File: src/rtl/pnl_ram.sv
// Generic single-write, single-read RAM with registered read data.
// No dependencies.
module pnl_ram #(
    parameter int WIDTH = 8,
    parameter int DEPTH = 16
) (
    input  logic                     i_clk,
    input  logic                     i_we,
    input  logic [$clog2(DEPTH)-1:0] i_waddr,
    input  logic [WIDTH-1:0]         i_wdata,
    input  logic [$clog2(DEPTH)-1:0] i_raddr,
    output logic [WIDTH-1:0]         o_rdata
);

    logic [WIDTH-1:0] r_mem [DEPTH];
    logic [WIDTH-1:0] r_rdata;

    always_ff @(posedge i_clk) begin
        if (i_we) begin
            r_mem[i_waddr] <= i_wdata;
        end
        r_rdata <= r_mem[i_raddr];
    end

    assign o_rdata = r_rdata;

endmodule

File: config.mk
export PLATFORM = sky130hd
export DESIGN_NAME = pnl_ram
export DESIGN_NICKNAME = d
export VERILOG_FILES = /design/src/rtl/pnl_ram.sv
export SDC_FILE = /design/constraint.sdc
export NUM_CORES = 1
export LEC_CHECK = 0
export BUFFER_PORTS_ARGS = -buffer_cell sky130_fd_sc_hd__buf_4
export CAP_MARGIN = 40
export CELL_PAD_IN_SITES_DETAIL_PLACEMENT = 0
export CELL_PAD_IN_SITES_GLOBAL_PLACEMENT = 1
export CORE_MARGIN = 2
export CORE_UTILIZATION = 26
export CTS_BUF_LIST = sky130_fd_sc_hd__clkbuf_8
export DETAILED_ROUTE_END_ITERATION = 12
export MAX_ROUTING_LAYER = met4
export PLACE_DENSITY = 0.44
export SYNTH_ARGS = -nofsm -noshare
export SYNTH_HDL_FRONTEND = slang
export SYNTH_SLANG_ARGS = --single-unit
File: constraint.sdc
create_clock -name i_clk -period 3 [get_ports i_clk]
set_input_delay 0.3 -clock i_clk [delete_from_list [all_inputs] [get_ports i_clk]]
set_output_delay 0.3 -clock i_clk [all_outputs]
set_load 0.01 [all_outputs]
==> results of run 1 <==
state kept, by name, indices dropped and copies added, names as in the netlist:
| register | flops |
|---|---|
| r_mem | 128 |
| o_rdata | 8 |
critical path: cells and delay by family:
| family | cells | cell delay (ns) |
|---|---|---|
| AOI/OAI and AO/OA | 1 | 0.20 |
| muxes | 1 | 0.57 |
| buffers and inverters | 2 | 0.68 |
| and+or+nand+nor | 1 | 0.07 |
cell type report:
| cell class | instances | area, um2 | area share (%) |
|---|---|---|---|
| Sequential cell | 136 | 4000 | 65.8 |
| Tap cell | 265 | 332 | 5.45 |
| Clock buffer | 19 | 262 | 4.30 |
| Timing Repair Buffer | 42 | 315 | 5.19 |
| Clock inverter | 12 | 111 | 1.83 |
| Multi-Input combinational cell | 83 | 1060 | 17.4 |
cell families (layout without fill, tap and decap cells):
| logic type | Yosys count | count (layout) | synth area share, % |
|---|---|---|---|
| AOI/OAI and AO/OA | 16 | 16 | 2.33 |
| muxes | 32 | 32 | 15.0 |
| and+or+nand+nor | 35 | 35 | 3.18 |
| buffers and inverters | 10 | 73 | 1.68 |
| DFF | 136 | 136 | 77.8 |
worst min path at each step:
stage	slack [ns]	cells past startpoint	from	end
CTS	0.15	1	i_wdata[4]	r_mem[9][4]
floorplan	0.40	0	i_wdata[0]	r_mem[0][0]
global placement	0.62	1	i_wdata[4]	r_mem[8][4]
finish	0.18	1	i_wdata[7]	r_mem[13][7]
detailed placement	0.64	1	i_wdata[7]	r_mem[12][7]
global route	0.16	1	i_wdata[7]	r_mem[13][7]
placed cells by master, fill, tap and decap left out:
master	instances
a22oi_1	16
and2_1	1
and2b_1	1
buf_4	42
bufinv_16	2
clkbuf_8	19
clkinv_1	1
clkinv_2	5
clkinvlp_4	2
dfxtp_1	8
edfxtp_1	128
inv_1	2
mux4_1	14
mux4_2	18
nand2_1	9
nand2b_1	2
nand3_1	1
nand3b_1	2
nor2_1	13
nor2b_1	1
nor3_1	4
or3b_2	1
per-stage QoR:
step / instance area [um2] / setup slack [ns] / util (%)
after floorplan: 5150 / 1.21 / -
after global placement: 5690 / 0.865 / 29.2
after detailed placement: 5710 / 0.951 / 29.3
after CTS: 6080 / 1.43 / 31.2
after global routing: 6080 / 1.33 / 31.2
final: 6080 / 1.44 / 31.2
power by group through the flow:
stage               Sequential, mW  Clock [mW]  Combinational (mW)
finish                        2.14        1.41               0.211
global route                  2.14        1.54               0.231
CTS                           2.14        1.46               0.219
detailed placement            2.18           0               0.219
global placement              2.18           0               0.216
floorplan                     2.18           0               0.108
layer usage:
metal | vias to the layer above | wire length, um
li1 | 1069 | -
met2 | 57 | 5290
met3 | 17 | 463
met4 | 0 | 190
met1 | 1221 | 5050
met5 | - | 0
==> flow_metrics.env, run 1 <==
export IMPL_outcome="complete, no violations"
export IMPL_power_switching_mw=0.783
export IMPL_synth_top_area_share_pct=74.7
export IMPL_postSynthAreaPerCell_um2=22.5
export IMPL_worst_slew_pin_slew_ns=0.832
export IMPL_post_drt_via_cell_ratio=4.24
export IMPL_core_area_um2=19500
export IMPL_synth_top_area_cell="edfxtp_1"
export IMPL_clockBufferDepth=2
export IMPL_endpoint="o_rdata[3]"
export IMPL_skew_ns=0.00798
export IMPL_grt_pass1_vias=2595
export IMPL_rows=51
export IMPL_drive_above_1_share_pct=30.5
export IMPL_setup_violations=0
export IMPL_critPathCaptureType="flip-flop"
export IMPL_seq_power_share_pct=56.8
export IMPL_maxCapViolCount=0
export IMPL_pin_count=26
export IMPL_synth_edf_count=128
export IMPL_grt_max_degree=33
export IMPL_totalPowerFinal_mw=3.76
export IMPL_rr_worst_depth=3
export IMPL_portBuffers=25
export IMPL_synth_ff_type="edfxtp_1"
export IMPL_async_reset_ff_share_pct=0
export IMPL_synth_area_leaders="edfxtp_1, mux4_2, mux4_1"
export IMPL_insertion_delay_ns=0.44
export IMPL_required_ns=3.30
export IMPL_synth_cell_types=19
export IMPL_finalHoldViolCount=0
export IMPL_cp_arrival_ns=1.86
export IMPL_antenna_found_initial=0
export IMPL_grt_use_met1_pct=15.1
export IMPL_min_period_ns=1.56
export IMPL_tritoncts="built"
export IMPL_netlist_area_um2=5150
export IMPL_fin_cells=557
export IMPL_wl_per_cell_um=19.7
export IMPL_first_pass_iters=4
export IMPL_slew_headroom_pct=44.4
export IMPL_clock_sinks=136
export IMPL_timing_rr_end="o_rdata[3]"
export IMPL_reg2reg_slack_ns=1.57
export IMPL_crit_chain="buf_4 > buf_4 > mux4_1 > a22oi_1 > nand2_1"
export IMPL_track_usage_pct=11.8
export IMPL_cp_max_fo=26
export IMPL_die_h_um=145
export IMPL_cts_resized=0
export IMPL_dp_cells=526
export IMPL_grt_setup_unrepaired="no"
export IMPL_cpMostUsedCell="buf_4"
export IMPL_start_util_pct=26.4
export IMPL_leakage_nw=2.00
export IMPL_busiest_layer="met2"
export IMPL_synthTopCellsByCount="edfxtp_1, mux4_2, a22oi_1"
export IMPL_grt_pass1_wl_um=16400
export IMPL_cts_made_buffers=17
export IMPL_drt_wl_total_um=11000
export IMPL_min_delay_path_class="input pin to flip-flop"
export IMPL_timing_hold_ws_ns=0.179
export IMPL_post_cts_repair_setup_buffers=0
export IMPL_cts_hold_buf=0
export IMPL_netlist_instances=229
export IMPL_clkPwrFrac_pct=37.6
export IMPL_syn_nets=247
export IMPL_intPower_mw=2.98
export IMPL_gp_congestion=0.665
export IMPL_global_route_usage_met3_pct=2.99
export IMPL_final_nets=298
export IMPL_cts_root_buf="clkbuf_8"
export IMPL_htreeDepth=4
export IMPL_period_share_pct=51.9
export IMPL_power_density_nw_per_um2=618
export IMPL_ys_ff_latch=136
export IMPL_fillers=1899
export IMPL_setup_tns_ns=0
export IMPL_synth_most_common_cell="edfxtp_1"
export IMPL_maxSlewViolCount=0
export IMPL_yosys_warnings=0
export IMPL_grt_overflow_total=0
export IMPL_vdd_ir_drop_max_mv=0.275
export IMPL_cts_clk_slew_worst_paths_ns=0.07
export IMPL_die_area_um2=20900
export IMPL_cp_slowest_cell="mux4_1"
export IMPL_r2r_start="r_mem[10][3]"
export IMPL_synth_yosys_seq_area_share_pct=77.8
export IMPL_startpoint="i_raddr[0]"
export IMPL_swShare_pct=20.8
export IMPL_setup_worst_path_start_class="input pin"
export IMPL_pwr_share_comb_pct=5.6
export IMPL_ant_nets=0
export IMPL_drc=0
export IMPL_place_hpwl_um=6990
export IMPL_critPathKind="input pin to flip-flop"
export IMPL_cpPeakStageDelay_ns=0.57
export IMPL_syn_to_final_growth_pct=18.1
export IMPL_drt_iter0_markers=114
export IMPL_max_freq_mhz=642
export IMPL_dieWidth_um=145
export IMPL_use_met2_pct=18.1
export IMPL_antenna_cells=0
export IMPL_vias=2364
Power figures use the tool's default switching activity.
==> run 2, diff against run 1 <==
- clock period: 3 -> 1.5 ns (I/O delays scaled with it)
==> flow_metrics.env, run 2 (synthesis results as in run 1) <==
export IMPL_period_share_pct=96.2
export IMPL_setup_tns_ns=0
export IMPL_cp_max_fo=1
export IMPL_grt_overflow_total=0
export IMPL_ant_nets=0
export IMPL_clock_sinks=136
export IMPL_tritoncts="built"
export IMPL_post_cts_repair_setup_buffers=0
export IMPL_vdd_ir_drop_max_mv=0.452
export IMPL_syn_to_final_growth_pct=22.0
export IMPL_gp_congestion=0.742
export IMPL_rows=51
export IMPL_min_period_ns=1.44
export IMPL_drive_above_1_share_pct=33.2
export IMPL_final_area_um2=6280
export IMPL_final_cell_mix="edfxtp_1, buf_4, mux4_2, clkbuf_8, a22oi_1"
export IMPL_die_h_um=145
export IMPL_dpl_cell_area_um2=5890
export IMPL_required_ns=1.82
export IMPL_setup_violations=0
export IMPL_clockBufferDepth=2
export IMPL_drc=0
export IMPL_antenna_found_initial=0
export IMPL_vias=2507
export IMPL_track_usage_pct=12.7
export IMPL_post_drt_via_cell_ratio=4.34
export IMPL_setup_worst_path_start_class="flip-flop"
export IMPL_drt_wl_total_um=12000
export IMPL_dieWidth_um=145
export IMPL_start_util_pct=26.4
export IMPL_endpoint="o_rdata[3]"
export IMPL_reg2reg_slack_ns=0.06
export IMPL_drt_iter0_markers=191
export IMPL_leakage_nw=2.12
export IMPL_critPathKind="flip-flop to flip-flop"
export IMPL_worst_slew_pin_slew_ns=0.537
export IMPL_cts_made_buffers=17
export IMPL_r2r_start="r_mem[1][3]"
export IMPL_grt_pass1_vias=2643
export IMPL_portBuffers=25
export IMPL_power_density_nw_per_um2=1200
export IMPL_antenna_cells=0
export IMPL_cp_arrival_ns=1.76
export IMPL_insertion_delay_ns=0.44
export IMPL_cts_root_buf="clkbuf_8"
export IMPL_top_register="r_mem"
export IMPL_die_area_um2=20900
export IMPL_timing_rr_end="o_rdata[3]"
export IMPL_min_delay_path_class="input pin to flip-flop"
export IMPL_layout_commonest_cell="edfxtp_1"
export IMPL_skew_ns=0.00844
export IMPL_startpoint="r_mem[1][3]"
export IMPL_pin_count=26
export IMPL_cts_clk_slew_worst_paths_ns=0.07
export IMPL_max_freq_mhz=693
export IMPL_outcome="complete, no violations"
export IMPL_grt_setup_unrepaired="no"
export IMPL_final_nets=318
export IMPL_finalHoldViolCount=0
export IMPL_first_pass_iters=4
export IMPL_grt_max_degree=19
export IMPL_htreeDepth=4
export IMPL_place_hpwl_um=7840
export IMPL_core_area_um2=19500
export IMPL_critPathCaptureType="flip-flop"
export IMPL_largest_reg_flops=128
export IMPL_rr_worst_depth=3
export IMPL_slew_headroom_pct=64.2
export IMPL_grt_pass1_wl_um=17500
export IMPL_maxSlewViolCount=0
export IMPL_maxCapViolCount=0
export IMPL_wl_per_cell_um=20.7
export IMPL_fillers=1858
run 2: final cells by class:
type	count	area [um2]	share of cell area, %
Clock inverter	15	123	1.95
Tap cell	265	332	5.28
Timing Repair Buffer	62	523	8.33
Multi-Input combinational cell	83	1070	17.0
Clock buffer	17	234	3.72
Sequential cell	136	4000	63.7
run 2: how the worst min path moves through the flow:
stage,endpoint,slack [ns],start,depth (start not counted)
2_1_floorplan,r_mem[0][0],0.25,i_wdata[0],0
3_3_place_gp,r_mem[7][1],0.47,i_wdata[1],1
3_5_place_dp,r_mem[10][0],0.47,i_wdata[0],1
4_1_cts,r_mem[3][3],0.003,i_wdata[3],1
5_1_grt,r_mem[1][5],0.02,i_wdata[5],1
6_report,r_mem[3][3],0.03,i_wdata[3],1
run 2: metrics by stage:
stage               total power, mW  utilization, %  instances  hold slack, ns  setup slack, ns
floorplan                      4.57               -        229           0.249           0.0839
global placement               4.84            30.2        542           0.465           -0.164
CTS                            7.61            32.3        578         0.00286           0.0249
global route                   7.80            32.3        578          0.0197          0.00393
detailed placement             4.85            30.3        543           0.467           -0.130
finish                         7.52            32.3        578          0.0252           0.0573
run 2: report_power, final:
group | switching, mW | internal, mW
clock network | 1.34 | 1.42
registers | 0.0244 | 4.24
logic | 0.255 | 0.233
run 2: what timing repair did:
action	4_1_cts	5_1_grt
endpoints found under the setup margin	0	1
hold endpoints to repair	31	0
hold buffers	3	0
resized for setup	0	1
run 2: critical path, cell delays in order, from the launching register on:
cell      delay (ns)
edfxtp_1        0.36
mux4_1          0.52
a22oi_1         0.36
nand2_1         0.09
run 2: metal layers:
layer,vias to the layer above,share of wire (%),GRT usage [%]
met4,0,1.8,4.91
met3,17,3.4,3.06
met1,1318,49,17.2
li1,1115,-,-
met5,-,0,-
met2,57,46,18.8
