**src/rtl/pnl_pkg.sv**
```systemverilog
// Package for the periodic neighbour list builder.
// Sizes, op, status and register codes, shared types. No dependencies.
package pnl_pkg;

    localparam int MAX_ATOMS  = 64;
    localparam int COORD_BITS = 20;
    localparam int CFG_W      = 20;
    localparam int ID_W       = 20;
    localparam int SLOT_W     = $clog2(MAX_ATOMS);
    localparam int CNT_W      = $clog2(MAX_ATOMS + 1);
    localparam int V_W        = (COORD_BITS > CFG_W) ? COORD_BITS : CFG_W;
    localparam int D_W        = V_W + 2;
    localparam int M_W        = V_W + 1;
    localparam int SQ_W       = 2 * M_W;
    localparam int SUM_W      = SQ_W + 2;
    localparam int LIM_W      = 2 * CFG_W;
    localparam int OP_W       = 2;
    localparam int ST_W       = 3;
    localparam int CIDX_W     = 2;

    typedef logic [OP_W-1:0]         t_op;
    typedef logic [ST_W-1:0]         t_status;
    typedef logic [ID_W-1:0]         t_id;
    typedef logic [COORD_BITS-1:0]   t_coord;
    typedef logic [SLOT_W-1:0]       t_slot;
    typedef logic [CNT_W-1:0]        t_cnt;
    typedef logic [CFG_W-1:0]        t_cfg;
    typedef logic [CIDX_W-1:0]       t_cidx;
    typedef logic [2:0][COORD_BITS-1:0] t_xyz;
    typedef logic [2:0][CFG_W-1:0]   t_len3;

    localparam t_op OP_LOAD  = 2'd0;
    localparam t_op OP_QUERY = 2'd1;
    localparam t_op OP_CLEAR = 2'd2;

    localparam t_status ST_LOADED   = 3'd0;
    localparam t_status ST_NEIGHBOR = 3'd1;
    localparam t_status ST_NONE     = 3'd2;
    localparam t_status ST_REJECTED = 3'd3;
    localparam t_status ST_BADSLOT  = 3'd4;
    localparam t_status ST_CLEARED  = 3'd5;

    localparam t_cidx CFG_BOX_X  = 2'd0;
    localparam t_cidx CFG_BOX_Y  = 2'd1;
    localparam t_cidx CFG_BOX_Z  = 2'd2;
    localparam t_cidx CFG_CUTOFF = 2'd3;

    typedef struct packed {
        t_id  id;
        t_xyz pos;
    } t_entry;

    localparam int ENTRY_W = $bits(t_entry);

    typedef struct packed {
        logic  vld;
        t_slot slot;
    } t_tag;

    typedef struct packed {
        logic  vld;
        logic  hit;
        t_slot slot;
        t_id   id;
        logic  busy;
    } t_hit;

endpackage

```
**src/rtl/pnl_dist.sv**
```systemverilog
// Five-stage minimum-image distance pipeline: difference, wrap test,
// corrected magnitude, squares, sum against squared cutoff. Uses pnl_pkg.
module pnl_dist (
    input  logic           i_clk,
    input  logic           i_rst_n,
    input  pnl_pkg::t_tag   i_tag,
    input  pnl_pkg::t_entry i_entry,
    input  pnl_pkg::t_xyz   i_mine,
    input  pnl_pkg::t_len3  i_len,
    input  pnl_pkg::t_cfg   i_cutoff,
    output pnl_pkg::t_hit   o_hit
);
    import pnl_pkg::*;

    logic                    r1_v, r2_v, r3_v, r4_v, r5_v;
    t_slot                   r1_slot, r2_slot, r3_slot, r4_slot, r5_slot;
    t_id                     r1_id, r2_id, r3_id, r4_id, r5_id;
    logic signed [D_W-1:0]   r1_d [3];
    logic signed [D_W-1:0]   r2_d [3];
    logic [2:0]              r2_wrap;
    logic [M_W-1:0]          r3_m [3];
    logic [SQ_W-1:0]         r4_sq [3];
    logic [LIM_W-1:0]        r4_lim;
    logic                    r5_hit;

    logic signed [D_W-1:0]   n1_d [3];
    logic signed [D_W-1:0]   n2_abs [3];
    logic [2:0]              n2_wrap;
    logic signed [D_W-1:0]   n3_dc [3];
    logic signed [D_W-1:0]   n3_abs [3];
    logic [M_W-1:0]          n3_m [3];
    logic [SQ_W-1:0]         n4_sq [3];
    logic [SUM_W-1:0]        n5_sum;

    always_comb begin
        for (int k = 0; k < 3; k++) begin
            n1_d[k] = signed'(D_W'(i_entry.pos[k])) - signed'(D_W'(i_mine[k]));
            n2_abs[k] = r1_d[k][D_W-1] ? -r1_d[k] : r1_d[k];
            n2_wrap[k] = {n2_abs[k][M_W-1:0], 1'b0} >= D_W'(i_len[k]);
            if (!r2_wrap[k]) begin
                n3_dc[k] = r2_d[k];
            end else if (!r2_d[k][D_W-1] && (r2_d[k] != '0)) begin
                n3_dc[k] = r2_d[k] - signed'(D_W'(i_len[k]));
            end else begin
                n3_dc[k] = r2_d[k] + signed'(D_W'(i_len[k]));
            end
            n3_abs[k] = n3_dc[k][D_W-1] ? -n3_dc[k] : n3_dc[k];
            n3_m[k] = n3_abs[k][M_W-1:0];
            n4_sq[k] = SQ_W'(r3_m[k]) * SQ_W'(r3_m[k]);
        end
        n5_sum = SUM_W'(r4_sq[0]) + SUM_W'(r4_sq[1]) + SUM_W'(r4_sq[2]);
    end

    always_ff @(posedge i_clk) begin
        if (!i_rst_n) begin
            r1_v <= 1'b0;
            r2_v <= 1'b0;
            r3_v <= 1'b0;
            r4_v <= 1'b0;
            r5_v <= 1'b0;
        end else begin
            r1_v <= i_tag.vld;
            r2_v <= r1_v;
            r3_v <= r2_v;
            r4_v <= r3_v;
            r5_v <= r4_v;
        end
        r1_slot <= i_tag.slot;
        r1_id   <= i_entry.id;
        r2_slot <= r1_slot;
        r2_id   <= r1_id;
        r3_slot <= r2_slot;
        r3_id   <= r2_id;
        r4_slot <= r3_slot;
        r4_id   <= r3_id;
        r5_slot <= r4_slot;
        r5_id   <= r4_id;
        for (int k = 0; k < 3; k++) begin
            r1_d[k]  <= n1_d[k];
            r2_d[k]  <= r1_d[k];
            r3_m[k]  <= n3_m[k];
            r4_sq[k] <= n4_sq[k];
        end
        r2_wrap <= n2_wrap;
        r4_lim  <= LIM_W'(i_cutoff) * LIM_W'(i_cutoff);
        r5_hit  <= n5_sum <= SUM_W'(r4_lim);
    end

    assign o_hit.vld  = r5_v;
    assign o_hit.hit  = r5_hit;
    assign o_hit.slot = r5_slot;
    assign o_hit.id   = r5_id;
    assign o_hit.busy = r1_v | r2_v | r3_v | r4_v | r5_v;

endmodule

```
**config.mk**
```make
export PLATFORM = sky130hd
export DESIGN_NAME = pnl_dist
export DESIGN_NICKNAME = d
export VERILOG_FILES = /design/src/rtl/pnl_pkg.sv /design/src/rtl/pnl_dist.sv
export SDC_FILE = /design/constraint.sdc
export NUM_CORES = 2
export LEC_CHECK = 0
export BUFFER_PORTS_ARGS = -buffer_cell sky130_fd_sc_hd__buf_2
export CORE_MARGIN = 1
export CORE_UTILIZATION = 30
export DETAILED_ROUTE_END_ITERATION = 16
export GPL_ROUTABILITY_DRIVEN = 0
export GPL_TIMING_DRIVEN = 1
export PLACE_DENSITY = 0.51
export SLEW_MARGIN = 40
export SYNTH_ARGS = -nofsm -noshare
export SYNTH_HDL_FRONTEND = slang
export SYNTH_SLANG_ARGS = --single-unit
```
**constraint.sdc**
```tcl
create_clock -name i_clk -period 12.6 [get_ports i_clk]
set_clock_uncertainty 0.05 [all_clocks]
set_input_delay 1.26 -clock i_clk [delete_from_list [all_inputs] [get_ports i_clk]]
set_output_delay 1.26 -clock i_clk [all_outputs]
set_load 0.03 [all_outputs]
```
==> report_table.html <==
<table>
<tr><th>Metric</th><th>Value</th></tr>
<tr><th colspan="2">Hold path</th></tr>
<tr><td>Hold path startpoint</td><td>r2_id[4]</td></tr>
<tr><td>Worst hold-check path type</td><td>reg2reg</td></tr>
<tr><td>Worst Hold Depth</td><td>0</td></tr>
<tr><td>Hold Path End</td><td>r3_id[4]</td></tr>
<tr><th colspan="2">Worst setup path</th></tr>
<tr><td>Worst Path Arrival</td><td>about 8.8 ns</td></tr>
<tr><td>Worst reg2reg path startpoint</td><td>r3_m[0][5]</td></tr>
<tr><td>Cell depth of the worst flop-to-flop path</td><td>28</td></tr>
<tr><td>Critical setup path kind</td><td>in2reg</td></tr>
<tr><td>R2r endpoint</td><td>r4_sq[0][39]</td></tr>
<tr><td>Largest driver fanout on the critical path</td><td>14</td></tr>
<tr><td>Startpoint class of the critical path</td><td>input pin</td></tr>
<tr><td>Crit end category</td><td>register</td></tr>
<tr><td>Crit path required time</td><td>~13 ns</td></tr>
<tr><td>Register-to-Register Setup Slack</td><td>4.32 ns</td></tr>
<tr><th colspan="2">Logic synthesis</th></tr>
<tr><td>Primary FF master, synth</td><td>dfxtp_1</td></tr>
<tr><td>Sequential-to-total area share from yosys stat</td><td>13.27%</td></tr>
<tr><td>Cell with the most instances after synthesis</td><td>inv_1</td></tr>
<tr><td>Synthesized flop and latch total</td><td>slightly below 500</td></tr>
<tr><td>Proportion of netlist area held by the largest area contributor</td><td>approximately 34%</td></tr>
<tr><td>Cell type with the highest aggregate area in the netlist</td><td>fa_1</td></tr>
<tr><td>Netlist Area Pre-Place</td><td>73,910 sq um</td></tr>
<tr><td>Share of synthesized registers carrying an async set or reset</td><td>0%</td></tr>
<tr><td>Main area contributors after synthesis</td><td>fa_1, ha_1, dfxtp_1, inv_1, xnor2_1</td></tr>
<tr><td>Leading cell types by count after synthesis</td><td>inv_1, fa_1, ha_1</td></tr>
<tr><td>Average size of a mapped cell</td><td>a little over 9 sq um</td></tr>
<tr><td>Yosys warnings</td><td>0</td></tr>
<tr><td>Post-synth EDFFs</td><td>0</td></tr>
<tr><td>Number of distinct standard cells referenced by the synthesized netlist</td><td>87</td></tr>
<tr><td>Cell count after synthesis</td><td>8,065</td></tr>
<tr><th colspan="2">CTS</th></tr>
<tr><td>TritonCTS clock tree</td><td>done</td></tr>
<tr><td>Buffer count from post-CTS setup fixing</td><td>0</td></tr>
<tr><td>Clk Tree Root Cell</td><td>clkbuf_16</td></tr>
<tr><td>Cts repair resizes</td><td>0</td></tr>
<tr><td>CTS sink cnt</td><td>490</td></tr>
<tr><td>Total of hold buffers inserted after clock tree synthesis</td><td>0</td></tr>
<tr><td>Deepest clock path buffer count</td><td>3</td></tr>
<tr><td>H-tree depth reported by CTS</td><td>2</td></tr>
<tr><td>Num CTS Buffers</td><td>58</td></tr>
<tr><td>Worst skew pair latency</td><td>0.71 ns</td></tr>
<tr><td>Clk pin slew, worst setup/hold paths</td><td>0.06 ns</td></tr>
<tr><th colspan="2">Drt</th></tr>
<tr><td>Average wire per standard cell</td><td>15.58 microns</td></tr>
<tr><td>Antenna Nets Post-Route</td><td>0</td></tr>
<tr><td>Via count of the routed design</td><td>roughly 53,000</td></tr>
<tr><td>Router iterations before antenna repair</td><td>5</td></tr>
<tr><td>DRC</td><td>0</td></tr>
<tr><td>Routed Wire Length</td><td>178.8 mm</td></tr>
<tr><td>DR vias/cell</td><td>between 4 and 5</td></tr>
<tr><td>Iter 0 DRT Violations</td><td>2,056</td></tr>
<tr><th colspan="2">Timing</th></tr>
<tr><td>Post-Route Setup TNS</td><td>0 ns</td></tr>
<tr><td>Clock period minus worst slack</td><td>between 8 and 9 ns</td></tr>
<tr><td>RSZ-0062 raised after global routing</td><td>false</td></tr>
<tr><td>Portion of the clock cycle consumed by the worst path in the final layout</td><td>65.87%</td></tr>
<tr><td>Final hold violation count</td><td>0</td></tr>
<tr><td>Max-slew violation total from the final report</td><td>0</td></tr>
<tr><td>Highest attainable clock frequency</td><td>roughly 120 MHz</td></tr>
<tr><td>Slew @ Worst Pin</td><td>about 0.76 ns</td></tr>
<tr><td>Worst slew margin relative to its limit</td><td>49.04%</td></tr>
<tr><td>Final setup viols</td><td>0</td></tr>
<tr><th colspan="2">Status</th></tr>
<tr><td>Run status</td><td>finished, final reports clean</td></tr>
<tr><th colspan="2">Floorplan</th></tr>
<tr><td>Site Rows</td><td>181</td></tr>
<tr><td>Horiz. Die Dim</td><td>498.4 microns</td></tr>
<tr><td>Die Area</td><td>about 250,000 sq um</td></tr>
<tr><td>Boundary pin count</td><td>258</td></tr>
<tr><td>Die Height</td><td>roughly 500 microns</td></tr>
<tr><td>Placeable core area</td><td>244,100 sq um</td></tr>
<tr><td>Initial Util</td><td>30.28%</td></tr>
<tr><th colspan="2">Placement</th></tr>
<tr><td>I/O Buffers</td><td>between 200 and 300</td></tr>
<tr><td>Post-DP HPWL</td><td>149.2 mm</td></tr>
<tr><th colspan="2">Global routing</th></tr>
<tr><td>GRT Total Usage</td><td>around 15%</td></tr>
<tr><td>Global-route wire length before repair</td><td>297.7 mm</td></tr>
<tr><td>Gr ovfl total</td><td>0</td></tr>
<tr><td>Largest net degree at the start of global routing</td><td>40</td></tr>
<tr><td>Number of antenna violations at the first check in global routing</td><td>11</td></tr>
<tr><td>Number of global-route vias before repair</td><td>around 57,000</td></tr>
<tr><th colspan="2">Job</th></tr>
<tr><td>Maximum Capacitance Violations</td><td>0</td></tr>
<tr><th colspan="2">Finish</th></tr>
<tr><td>Layout Nets</td><td>10,590</td></tr>
<tr><td>Area added between synthesis and finish</td><td>9.328%</td></tr>
<tr><td>Share of layout cells above drive strength 1</td><td>under 10%</td></tr>
</table>
[layout by cell type (no fill, tap or decap), types with 43 or more instances in the layout]
cell type  instances
a211oi_1          43
a21o_1           139
a21oi_1          301
and2_1           341
buf_2            257
buf_4             52
clkbuf_16         59
dfxtp_1          469
fa_1            1259
ha_1             875
inv_1           1863
nand2_1          678
nand2b_1          61
nand3_1           54
nand4_1           63
nor2_1           289
nor2b_1           73
nor3_1            79
o21a_1            48
o21ai_0          205
o31ai_1           50
xnor2_1          368
xor2_1           108
[flip-flops by register name, summed over array words and instances, names as in the netlist, 3 cells and up]
name     cells
r1_d        63
r1_id       20
r1_slot      6
r2_d        63
r2_id       20
r2_slot      6
r2_wrap      3
r3_id       20
r3_m        63
r3_slot      6
r4_id       20
r4_lim      39
r4_slot      6
r4_sq      123
r5_id       20
r5_slot      6
[worst max-delay path: stages]
cell and delay [ns]:
buf_2 0.31, inv_1 0.27, nor2_1 0.29, fa_1 0.49
fa_1 0.56, inv_1 0.06, fa_1 0.50, inv_1 0.05
fa_1 0.54, fa_1 0.42, fa_1 0.49, inv_1 0.05
fa_1 0.49, inv_1 0.04, ha_1 0.35, nand2_1 0.15
nor4_1 0.44, nand3_1 0.16, a21oi_1 0.17, nand3b_1 0.19
nand2_1 0.14, o31ai_1 0.43, nand3_1 0.20, a31oi_1 0.33
nor4_1 0.09, a311o_1 0.33
[through the flow]
step           worst slack (ns)  area (sq um)  util, %  hold slack, ns  std cells
2_1_floorplan             4.474         73910        -          0.2596       8066
3_3_place_gp              3.768         78790    32.28          0.2598      11360
3_5_place_dp              3.698         78840    32.29          0.2621      11360
4_1_cts                   3.845         80780    33.09          0.2523      11470
5_1_grt                   3.693         80800    33.09          0.2523      11470
6_report                  4.301         80810    33.10          0.2589      11480
[cells by family (layout without fill, tap and decap cells)]
group / count (synthesis) / after routing / synth area share, %
adders and majority gates: 2134 / 2134 / 48.91
buffers and inverters: 2076 / 2277 / 10.56
and+or+nand+nor: 1805 / 1805 / 11.91
AOI/OAI and AO/OA: 1042 / 1042 / 9.136
DFF: 490 / 490 / 13.27
xor gates and xnor gates: 477 / 477 / 5.652
muxes: 39 / 39 / 0.5485
other: 2 / 10 / 0.01016
[layer usage]
layer	track usage [%]	wire, microns	vias to the layer above
li1	-	-	25480
met1	18.45	77420	26070
met2	26.84	91200	836
met3	1.595	6177	191
met4	3.289	3925	12
met5	0	65	-
[worst max-delay path by stage]
stage / start / end / slack (ns)
6_report: i_cutoff[11] / r4_lim[38] / 4.30
5_1_grt: r3_m[0][5] / r4_sq[0][39] / 3.69
4_1_cts: r3_m[0][5] / r4_sq[0][39] / 3.84
3_5_place_dp: i_cutoff[11] / r4_lim[39] / 3.70
3_3_place_gp: i_cutoff[8] / r4_lim[39] / 3.77
2_1_floorplan: i_cutoff[7] / r4_lim[39] / 4.47
[layout make-up]
type | count | area (sq um)
multi-input combinational | 5500 | 56330
timing repair buffer | 309 | 1677
clock inverter | 24 | 256.5
fill | 25250 | 163300
clock buffer | 81 | 1689
tap | 3202 | 4006
sequential | 490 | 9836
antenna | 7 | 17.52
inverter | 1863 | 6993
Power is left out: the tool's default activity adds up to more than one toggle a clock period on the data nets, which glitch-free logic cannot reach.
